$ cat src/hw/rtl/bls_pkg.sv
// ----------------------------------------------------------------------------
// bls_pkg
// Shared types and codes for the byte stack: command and error codes,
// the descriptor that travels from the front end to the back end.
// ----------------------------------------------------------------------------
package bls_pkg;

    localparam int CMD_W  = 3;
    localparam int BYTE_W = 8;
    localparam int CNT_W  = 7;
    localparam int ERR_W  = 2;

    // command codes
    localparam logic [CMD_W-1:0] CMD_PUSH   = 3'd0;
    localparam logic [CMD_W-1:0] CMD_POP    = 3'd1;
    localparam logic [CMD_W-1:0] CMD_PEEK   = 3'd2;
    localparam logic [CMD_W-1:0] CMD_PEEK_N = 3'd3;
    localparam logic [CMD_W-1:0] CMD_POP_N  = 3'd4;
    localparam logic [CMD_W-1:0] CMD_STATUS = 3'd5;

    // error codes
    localparam logic [ERR_W-1:0] ERR_OK    = 2'd0;
    localparam logic [ERR_W-1:0] ERR_EMPTY = 2'd1;
    localparam logic [ERR_W-1:0] ERR_COUNT = 2'd2;
    localparam logic [ERR_W-1:0] ERR_FULL  = 2'd3;

    // descriptor kinds
    localparam logic [1:0] KIND_PLAIN = 2'd0;
    localparam logic [1:0] KIND_PUSH  = 2'd1;
    localparam logic [1:0] KIND_READ  = 2'd2;

    // command queue between front and back
    localparam int QDEPTH = 4;
    localparam int QPTR_W = $clog2(QDEPTH);

    typedef struct packed {
        logic [1:0]        kind;
        logic [BYTE_W-1:0] wr_byte;
        logic [CNT_W-1:0]  addr;
        logic [CNT_W-1:0]  run_len;
        logic [ERR_W-1:0]  err;
        logic [CNT_W-1:0]  occ;
    } desc_t;

endpackage

$ cat src/hw/rtl/byte_lifo_stack_top.sv
// ----------------------------------------------------------------------------
// byte_lifo_stack_top
// Byte stack of DEPTH entries with push, pop, peek, multi-byte runs and
// status query commands.
// ----------------------------------------------------------------------------
// Usage:
//   Command channel in_valid/in_stall carries command, push_byte and count.
//   Result channel out_valid/out_stall carries one transaction per result;
//   multi-byte runs come deepest byte first, the top byte marked by last.
//   The front end checks each command and moves the stack pointer at once;
//   a four-entry queue holds the work for the back end, which owns the
//   stack memory. in_stall rises only when that queue is full.
//   A result without data passes the queue entry, the back-end descriptor
//   register and the result register; a read result also passes the
//   registered memory read port. The back-end sequencer takes the next
//   descriptor only after the last result of the current one is loaded,
//   and reads memory through its registered read port before each result.
//   When out_stall is high the result register holds; the queue keeps
//   taking commands until it fills.
//   Reset empties the stack and the queue; memory contents are not cleared.
// ----------------------------------------------------------------------------
module byte_lifo_stack_top #(
    parameter int DEPTH = 64
) (
    input  logic                       clk,
    input  logic                       rst_n,
    input  logic                       in_valid,
    output logic                       in_stall,
    input  logic [bls_pkg::CMD_W-1:0]  command,
    input  logic [bls_pkg::BYTE_W-1:0] push_byte,
    input  logic [bls_pkg::CNT_W-1:0]  count,
    output logic                       out_valid,
    input  logic                       out_stall,
    output logic [bls_pkg::BYTE_W-1:0] data_byte,
    output logic                       data_valid,
    output logic                       last,
    output logic [bls_pkg::ERR_W-1:0]  error,
    output logic [bls_pkg::CNT_W-1:0]  occupancy,
    output logic                       empty_res
);

    logic                      q_full;
    logic                      q_push;
    logic                      q_pop;
    logic                      q_empty;
    bls_pkg::desc_t            q_in_desc;
    bls_pkg::desc_t            q_head;
    logic [bls_pkg::CNT_W-1:0] top_count;

    // command check and stack pointer
    bls_front #(
        .DEPTH (DEPTH)
    ) u_front (
        .clk       (clk),
        .rst_n     (rst_n),
        .in_valid  (in_valid),
        .in_stall  (in_stall),
        .command   (command),
        .push_byte (push_byte),
        .count     (count),
        .q_full    (q_full),
        .q_push    (q_push),
        .q_desc    (q_in_desc),
        .top_count (top_count)
    );

    // work queue
    bls_queue u_queue (
        .clk       (clk),
        .rst_n     (rst_n),
        .push      (q_push),
        .push_desc (q_in_desc),
        .full      (q_full),
        .pop       (q_pop),
        .head_desc (q_head),
        .empty     (q_empty)
    );

    // memory access and result channel
    bls_back #(
        .DEPTH (DEPTH)
    ) u_back (
        .clk        (clk),
        .rst_n      (rst_n),
        .q_empty    (q_empty),
        .q_head     (q_head),
        .q_pop      (q_pop),
        .out_valid  (out_valid),
        .out_stall  (out_stall),
        .data_byte  (data_byte),
        .data_valid (data_valid),
        .last       (last),
        .error      (error),
        .occupancy  (occupancy),
        .empty_res  (empty_res)
    );

    // stack pointer moves only on an accepted command
    assert property (@(posedge clk) disable iff (!rst_n)
        !(in_valid && !in_stall) |=> $stable(top_count))
        else $error("stack pointer moved without a command");

    // stack pointer never passes the depth
    assert property (@(posedge clk) disable iff (!rst_n)
        top_count <= bls_pkg::CNT_W'(DEPTH))
        else $error("stack pointer beyond depth");

    // an error result is a single result without data
    assert property (@(posedge clk) disable iff (!rst_n)
        out_valid && (error != bls_pkg::ERR_OK) |-> last && !data_valid)
        else $error("error result carries data or is not last");

    // reported occupancy and empty flag agree
    assert property (@(posedge clk) disable iff (!rst_n)
        out_valid |-> (empty_res == (occupancy == '0)))
        else $error("empty flag disagrees with occupancy");

endmodule

$ cat src/hw/rtl/bls_front.sv
// ----------------------------------------------------------------------------
// bls_front
// Accepts commands, checks them against the stack pointer, updates the
// pointer and hands a descriptor of the work to the command queue.
// ----------------------------------------------------------------------------
module bls_front #(
    parameter int DEPTH = 64
) (
    input  logic                       clk,
    input  logic                       rst_n,
    input  logic                       in_valid,
    output logic                       in_stall,
    input  logic [bls_pkg::CMD_W-1:0]  command,
    input  logic [bls_pkg::BYTE_W-1:0] push_byte,
    input  logic [bls_pkg::CNT_W-1:0]  count,
    input  logic                       q_full,
    output logic                       q_push,
    output bls_pkg::desc_t             q_desc,
    output logic [bls_pkg::CNT_W-1:0]  top_count
);

    logic [bls_pkg::CNT_W-1:0] top_reg;
    logic [bls_pkg::CNT_W-1:0] top_next;
    bls_pkg::desc_t            desc;

    // handshake toward the sender
    assign in_stall  = q_full;
    assign q_push    = in_valid && !q_full;
    assign q_desc    = desc;
    assign top_count = top_reg;

    // classify the command against the current occupancy
    always_comb
    begin
        desc.kind    = bls_pkg::KIND_PLAIN;
        desc.wr_byte = push_byte;
        desc.addr    = top_reg;
        desc.run_len = bls_pkg::CNT_W'(1);
        desc.err     = bls_pkg::ERR_OK;
        top_next     = top_reg;
        case (command)
            bls_pkg::CMD_PUSH:
            begin
                if (top_reg >= bls_pkg::CNT_W'(DEPTH))
                begin
                    desc.err = bls_pkg::ERR_FULL;
                end
                else
                begin
                    desc.kind = bls_pkg::KIND_PUSH;
                    top_next  = top_reg + bls_pkg::CNT_W'(1);
                end
            end
            bls_pkg::CMD_POP, bls_pkg::CMD_PEEK:
            begin
                if (top_reg == '0)
                begin
                    desc.err = bls_pkg::ERR_EMPTY;
                end
                else
                begin
                    desc.kind = bls_pkg::KIND_READ;
                    desc.addr = top_reg - bls_pkg::CNT_W'(1);
                    if (command == bls_pkg::CMD_POP)
                    begin
                        top_next = top_reg - bls_pkg::CNT_W'(1);
                    end
                end
            end
            bls_pkg::CMD_PEEK_N, bls_pkg::CMD_POP_N:
            begin
                if (count > top_reg)
                begin
                    desc.err = bls_pkg::ERR_COUNT;
                end
                else if (count != '0)
                begin
                    desc.kind    = bls_pkg::KIND_READ;
                    desc.addr    = top_reg - count;
                    desc.run_len = count;
                    if (command == bls_pkg::CMD_POP_N)
                    begin
                        top_next = top_reg - count;
                    end
                end
            end
            default:
            begin
                desc.kind = bls_pkg::KIND_PLAIN;
            end
        endcase
        desc.occ = top_next;
    end

    // stack pointer
    always_ff @(posedge clk or negedge rst_n)
    begin
        if (!rst_n)
        begin
            top_reg <= '0;
        end
        else if (q_push)
        begin
            top_reg <= top_next;
        end
    end

endmodule

$ cat src/hw/rtl/bls_queue.sv
// ----------------------------------------------------------------------------
// bls_queue
// Short descriptor queue that decouples the front end from the back end.
// ----------------------------------------------------------------------------
module bls_queue (
    input  logic           clk,
    input  logic           rst_n,
    input  logic           push,
    input  bls_pkg::desc_t push_desc,
    output logic           full,
    input  logic           pop,
    output bls_pkg::desc_t head_desc,
    output logic           empty
);

    bls_pkg::desc_t              entry_reg [bls_pkg::QDEPTH];
    logic [bls_pkg::QPTR_W-1:0]  wr_ptr_reg;
    logic [bls_pkg::QPTR_W-1:0]  rd_ptr_reg;
    logic [bls_pkg::QPTR_W:0]    fill_reg;
    logic                        do_push;
    logic                        do_pop;

    assign full      = fill_reg == (bls_pkg::QPTR_W + 1)'(bls_pkg::QDEPTH);
    assign empty     = fill_reg == '0;
    assign do_push   = push && !full;
    assign do_pop    = pop && !empty;
    assign head_desc = entry_reg[rd_ptr_reg];

    // pointers and fill level
    always_ff @(posedge clk or negedge rst_n)
    begin
        if (!rst_n)
        begin
            wr_ptr_reg <= '0;
            rd_ptr_reg <= '0;
            fill_reg   <= '0;
        end
        else
        begin
            if (do_push)
            begin
                wr_ptr_reg <= wr_ptr_reg + bls_pkg::QPTR_W'(1);
            end
            if (do_pop)
            begin
                rd_ptr_reg <= rd_ptr_reg + bls_pkg::QPTR_W'(1);
            end
            if (do_push && !do_pop)
            begin
                fill_reg <= fill_reg + (bls_pkg::QPTR_W + 1)'(1);
            end
            else if (do_pop && !do_push)
            begin
                fill_reg <= fill_reg - (bls_pkg::QPTR_W + 1)'(1);
            end
        end
    end

    // entry storage
    always_ff @(posedge clk)
    begin
        if (do_push)
        begin
            entry_reg[wr_ptr_reg] <= push_desc;
        end
    end

endmodule

$ cat src/hw/rtl/bls_back.sv
// ----------------------------------------------------------------------------
// bls_back
// Carries out descriptors: writes pushed bytes into the stack memory,
// reads runs of bytes back and drives the registered result channel.
// ----------------------------------------------------------------------------
module bls_back #(
    parameter int DEPTH = 64
) (
    input  logic                       clk,
    input  logic                       rst_n,
    input  logic                       q_empty,
    input  bls_pkg::desc_t             q_head,
    output logic                       q_pop,
    output logic                       out_valid,
    input  logic                       out_stall,
    output logic [bls_pkg::BYTE_W-1:0] data_byte,
    output logic                       data_valid,
    output logic                       last,
    output logic [bls_pkg::ERR_W-1:0]  error,
    output logic [bls_pkg::CNT_W-1:0]  occupancy,
    output logic                       empty_res
);

    localparam int ADDR_W = (DEPTH > 1) ? $clog2(DEPTH) : 1;

    localparam logic [1:0] S_IDLE = 2'd0;
    localparam logic [1:0] S_READ = 2'd1;
    localparam logic [1:0] S_EMIT = 2'd2;

    logic [bls_pkg::BYTE_W-1:0] mem [DEPTH];
    logic [bls_pkg::BYTE_W-1:0] rd_data_reg;

    logic [1:0]                 state_reg;
    logic [1:0]                 state_next;
    logic [bls_pkg::CNT_W-1:0]  idx_reg;
    logic [bls_pkg::CNT_W-1:0]  idx_next;
    bls_pkg::desc_t             cur_reg;
    bls_pkg::desc_t             cur_next;

    logic                       out_valid_reg;
    logic                       out_valid_next;
    logic [bls_pkg::BYTE_W-1:0] data_byte_reg;
    logic                       data_valid_reg;
    logic                       last_reg;
    logic [bls_pkg::ERR_W-1:0]  error_reg;
    logic [bls_pkg::CNT_W-1:0]  occupancy_reg;
    logic                       empty_res_reg;

    logic                       slot_free;
    logic                       load;
    logic                       mem_we;
    logic                       rd_en;
    logic                       is_read;
    logic                       run_last;
    logic [bls_pkg::CNT_W-1:0]  rd_pos;

    assign slot_free = !out_valid_reg || !out_stall;
    assign is_read   = cur_reg.kind == bls_pkg::KIND_READ;
    assign run_last  = (idx_reg + bls_pkg::CNT_W'(1)) == cur_reg.run_len;
    assign rd_pos    = cur_reg.addr + idx_reg;

    // sequencer
    always_comb
    begin
        state_next = state_reg;
        idx_next   = idx_reg;
        cur_next   = cur_reg;
        q_pop      = 1'b0;
        mem_we     = 1'b0;
        rd_en      = 1'b0;
        load       = 1'b0;
        case (state_reg)
            S_IDLE:
            begin
                if (!q_empty)
                begin
                    q_pop    = 1'b1;
                    cur_next = q_head;
                    idx_next = '0;
                    mem_we   = q_head.kind == bls_pkg::KIND_PUSH;
                    if (q_head.kind == bls_pkg::KIND_READ)
                    begin
                        state_next = S_READ;
                    end
                    else
                    begin
                        state_next = S_EMIT;
                    end
                end
            end
            S_READ:
            begin
                rd_en      = 1'b1;
                state_next = S_EMIT;
            end
            S_EMIT:
            begin
                if (slot_free)
                begin
                    load = 1'b1;
                    if (is_read && !run_last)
                    begin
                        idx_next   = idx_reg + bls_pkg::CNT_W'(1);
                        state_next = S_READ;
                    end
                    else
                    begin
                        state_next = S_IDLE;
                    end
                end
            end
            default:
            begin
                state_next = S_IDLE;
            end
        endcase
    end

    // result slot occupancy
    always_comb
    begin
        if (load)
        begin
            out_valid_next = 1'b1;
        end
        else if (slot_free)
        begin
            out_valid_next = 1'b0;
        end
        else
        begin
            out_valid_next = out_valid_reg;
        end
    end

    // control registers
    always_ff @(posedge clk or negedge rst_n)
    begin
        if (!rst_n)
        begin
            state_reg     <= S_IDLE;
            idx_reg       <= '0;
            out_valid_reg <= 1'b0;
        end
        else
        begin
            state_reg     <= state_next;
            idx_reg       <= idx_next;
            out_valid_reg <= out_valid_next;
        end
    end

    // descriptor and result payload
    always_ff @(posedge clk)
    begin
        cur_reg <= cur_next;
        if (load)
        begin
            data_byte_reg  <= is_read ? rd_data_reg : '0;
            data_valid_reg <= is_read;
            last_reg       <= !is_read || run_last;
            error_reg      <= cur_reg.err;
            occupancy_reg  <= cur_reg.occ;
            empty_res_reg  <= cur_reg.occ == '0;
        end
    end

    // stack memory with registered read
    always_ff @(posedge clk)
    begin
        if (mem_we)
        begin
            mem[q_head.addr[ADDR_W-1:0]] <= q_head.wr_byte;
        end
        if (rd_en)
        begin
            rd_data_reg <= mem[rd_pos[ADDR_W-1:0]];
        end
    end

    assign out_valid  = out_valid_reg;
    assign data_byte  = data_byte_reg;
    assign data_valid = data_valid_reg;
    assign last       = last_reg;
    assign error      = error_reg;
    assign occupancy  = occupancy_reg;
    assign empty_res  = empty_res_reg;

endmodule

$ cat config.mk
export PLATFORM = sky130hd
export DESIGN_NAME = byte_lifo_stack_top
export DESIGN_NICKNAME = d
export VERILOG_FILES = /design/src/hw/rtl/bls_pkg.sv /design/src/hw/rtl/byte_lifo_stack_top.sv /design/src/hw/rtl/bls_front.sv /design/src/hw/rtl/bls_queue.sv /design/src/hw/rtl/bls_back.sv
export SDC_FILE = /design/constraint.sdc
export NUM_CORES = 1
export LEC_CHECK = 0
export BUFFER_PORTS_ARGS = -buffer_cell sky130_fd_sc_hd__buf_2
export CORE_AREA = 3 3 248 250
export DETAILED_ROUTE_END_ITERATION = 12
export DIE_AREA = 0 0 251 253
export GPL_TIMING_DRIVEN = 0
export PLACE_DENSITY = 0.73
export SETUP_SLACK_MARGIN = 0.5
export SYNTH_ARGS = -nofsm -noshare
export SYNTH_HDL_FRONTEND = slang
export SYNTH_HIERARCHICAL = 1
export SYNTH_SLANG_ARGS = --single-unit
$ cat constraint.sdc
create_clock -name clk -period 4.85 [get_ports clk]
set_clock_uncertainty 0.2 [all_clocks]
set_input_delay 0.485 -clock clk [delete_from_list [all_inputs] [get_ports clk]]
set_output_delay 0.485 -clock clk [all_outputs]
set_load 0.03 [all_outputs]
==> out/results.ini <==
[run_status]
status = complete, no violations

[layout]
final_cell_mix = 692 x edfxtp_1, 153 x mux4_2, 88 x nor2_1
final_util_pct = 55.7
largest_reg_flops = 512
area_growth_pct = 12.2
layout_commonest_cell = edfxtp_1
antennaDiodeCount = 0
nFillCells = 4466
drive_gt1_share_pct = 22.7
nets = 1722

[setup_path]
cp-end-kind = flop
max_stage_delay_ns = 0.92
worst-path-stages = 8
cp_max_fo = 14
worstSetupStartpoint = u_queue/fill_reg[0]
cp_slowest_cell = nor2_1
regToRegSetupSlack_ns = 0.67
cp.arrival_ns = 4.21
rr_endpoint = u_back/mem[39][5]
critPathKind = reg -> reg
cp_common_cell = or3_1
cp_num_buf_inv = 3
required_ns = 4.88
worstRegToRegCells = 8
worstPathCellList = or3_1 -> inv_1 -> or3_1 -> clkbuf_1 -> clkinvlp_4 -> and4b_1 -> nand3_1 -> nor2_1
critPathLaunchType = flop
critPathTopFamily = simple AND/OR/NAND/NOR gates
r2r_start = u_queue/fill_reg[0]

[detailed_routing]
drt_wl_total_um = 64300
num_vias = 15400
wire_per_inst_um = 25.7
drt-pass1-iter-count = 8
drt_iter0_drc = 1614
ant_nets = 0
routed_via_density = 6.15
route.detailed.drc = 0

[sta]
rsz0062_at_grt = false
tightest_slew_ns = 1.28
max_freq_mhz = 239
fin_crit_sh_pct = 86.2
fin_hold_ws_ns = 0.151
fin_crit_ns = 4.18
hold_viol_final = 0
setup_violations = 0
finalSetupTns_ns = 0
relSlewSlack_pct = 14.8
slew_viol_final = 0

[cts]
cts_root_buf = clkbuf_16
cts.sink_count = 716
cts_tree = done
htree_num_levels = 3
numCtsBuffers = 73
cts.path.max_buffers = 3
clkTransAtPathRegs_ns = 0.06
postCtsSetupBuffers = 0
insertion_delay_ns = 0.60

[placement]
gp_congestion = 0.994
hpwl_um = 41600
port_buffers = 35

[die]
start_util_pct = 49.6
ioPinCount = 44
die_height_um = 253
row_count = 89
die_x_um = 251
core_sq_mm = 0.0592
die-area_sq_mm = 0.0635

[grt]
grt_pass1_vias = 15400
grt_overflow = 0
grt_first_pass_wirelength_um = 97000
antenna_found_initial = 0
grt_max_degree = 65
grt.total_usage_pct = 20.6

[power]
power.total_mw = 23.6
ir_drop_mv = 0.381
p_leak_nw = 10.8
cellPowerDensity_mw_per_mm2 = 715

[run]
maxCapViolations = 0

[yosys]
syn-num-nets = 1599
synthCells = 1554
postSynthAreaPerCell_sq_um = 18.9
synth_warnings = 6
synth_area_sq_mm = 0.0294

[worst_hold_path]
hp-start = count[0]
min_to = u_queue/entry_reg[2][9]
hold_class = in -> reg
holdPathStages = 2

[worst max-delay path by stage]
stage                              endpoint  slack, ns
after floorplan           u_back/mem[55][0]       1.65
after global placement    u_back/mem[39][0]       0.28
after detailed placement  u_back/mem[39][0]       0.18
after CTS                 u_back/mem[63][4]       0.56
after global routing      u_back/mem[39][5]       0.55
final                     u_back/mem[39][5]       0.67
[cell type report]
cell class | count | area [sq um] | share of cell area (%)
Multi-Input combinational cell | 723 | 7420 | 22.5
Buffer | 90 | 542 | 1.64
Sequential cell | 716 | 21400 | 64.8
Timing Repair inverter | 1 | 5.00 | 0.0152
Inverter | 25 | 97.6 | 0.296
Tap cell | 773 | 967 | 2.93
Timing Repair Buffer | 47 | 305 | 0.925
Clock buffer | 90 | 1940 | 5.89
Clock inverter | 41 | 343 | 1.04
[where the power goes]
group          switching (mW)  leakage (nW)  total [mW]  internal, mW
sequential              0.236          6.59        8.78          8.54
combinational            5.84          3.13        9.48          3.64
clock                    2.25          1.12        5.33          3.08
[through the flow]
step	instance area (sq um)	cells	setup slack (ns)
after global placement	30500	2362	0.275
after global routing	33000	2506	0.546
after CTS	33000	2505	0.556
after detailed placement	30600	2363	0.183
final	33000	2506	0.672
after floorplan	29400	1554	1.65
[layer usage]
| metal | wire length, um | share of wire [%] | vias to the layer above | track usage (%) |
|---|---|---|---|---|
| li1 | - | - | 6585 | - |
| met4 | 2260 | 3.5 | 0 | 7.33 |
| met1 | 26300 | 41 | 7954 | 29.3 |
| met2 | 30500 | 47 | 727 | 32.1 |
| met5 | 0 | 0 | - | 0 |
| met3 | 5360 | 8.3 | 135 | 4.46 |
[what timing repair did]
item,CTS,global route
gates resized for setup,2,1
hold buffers,11,0
cloned,0,1
endpoints found under the setup margin,245,167
hold endpoints to repair,58,0
Power figures use the tool's default switching activity.
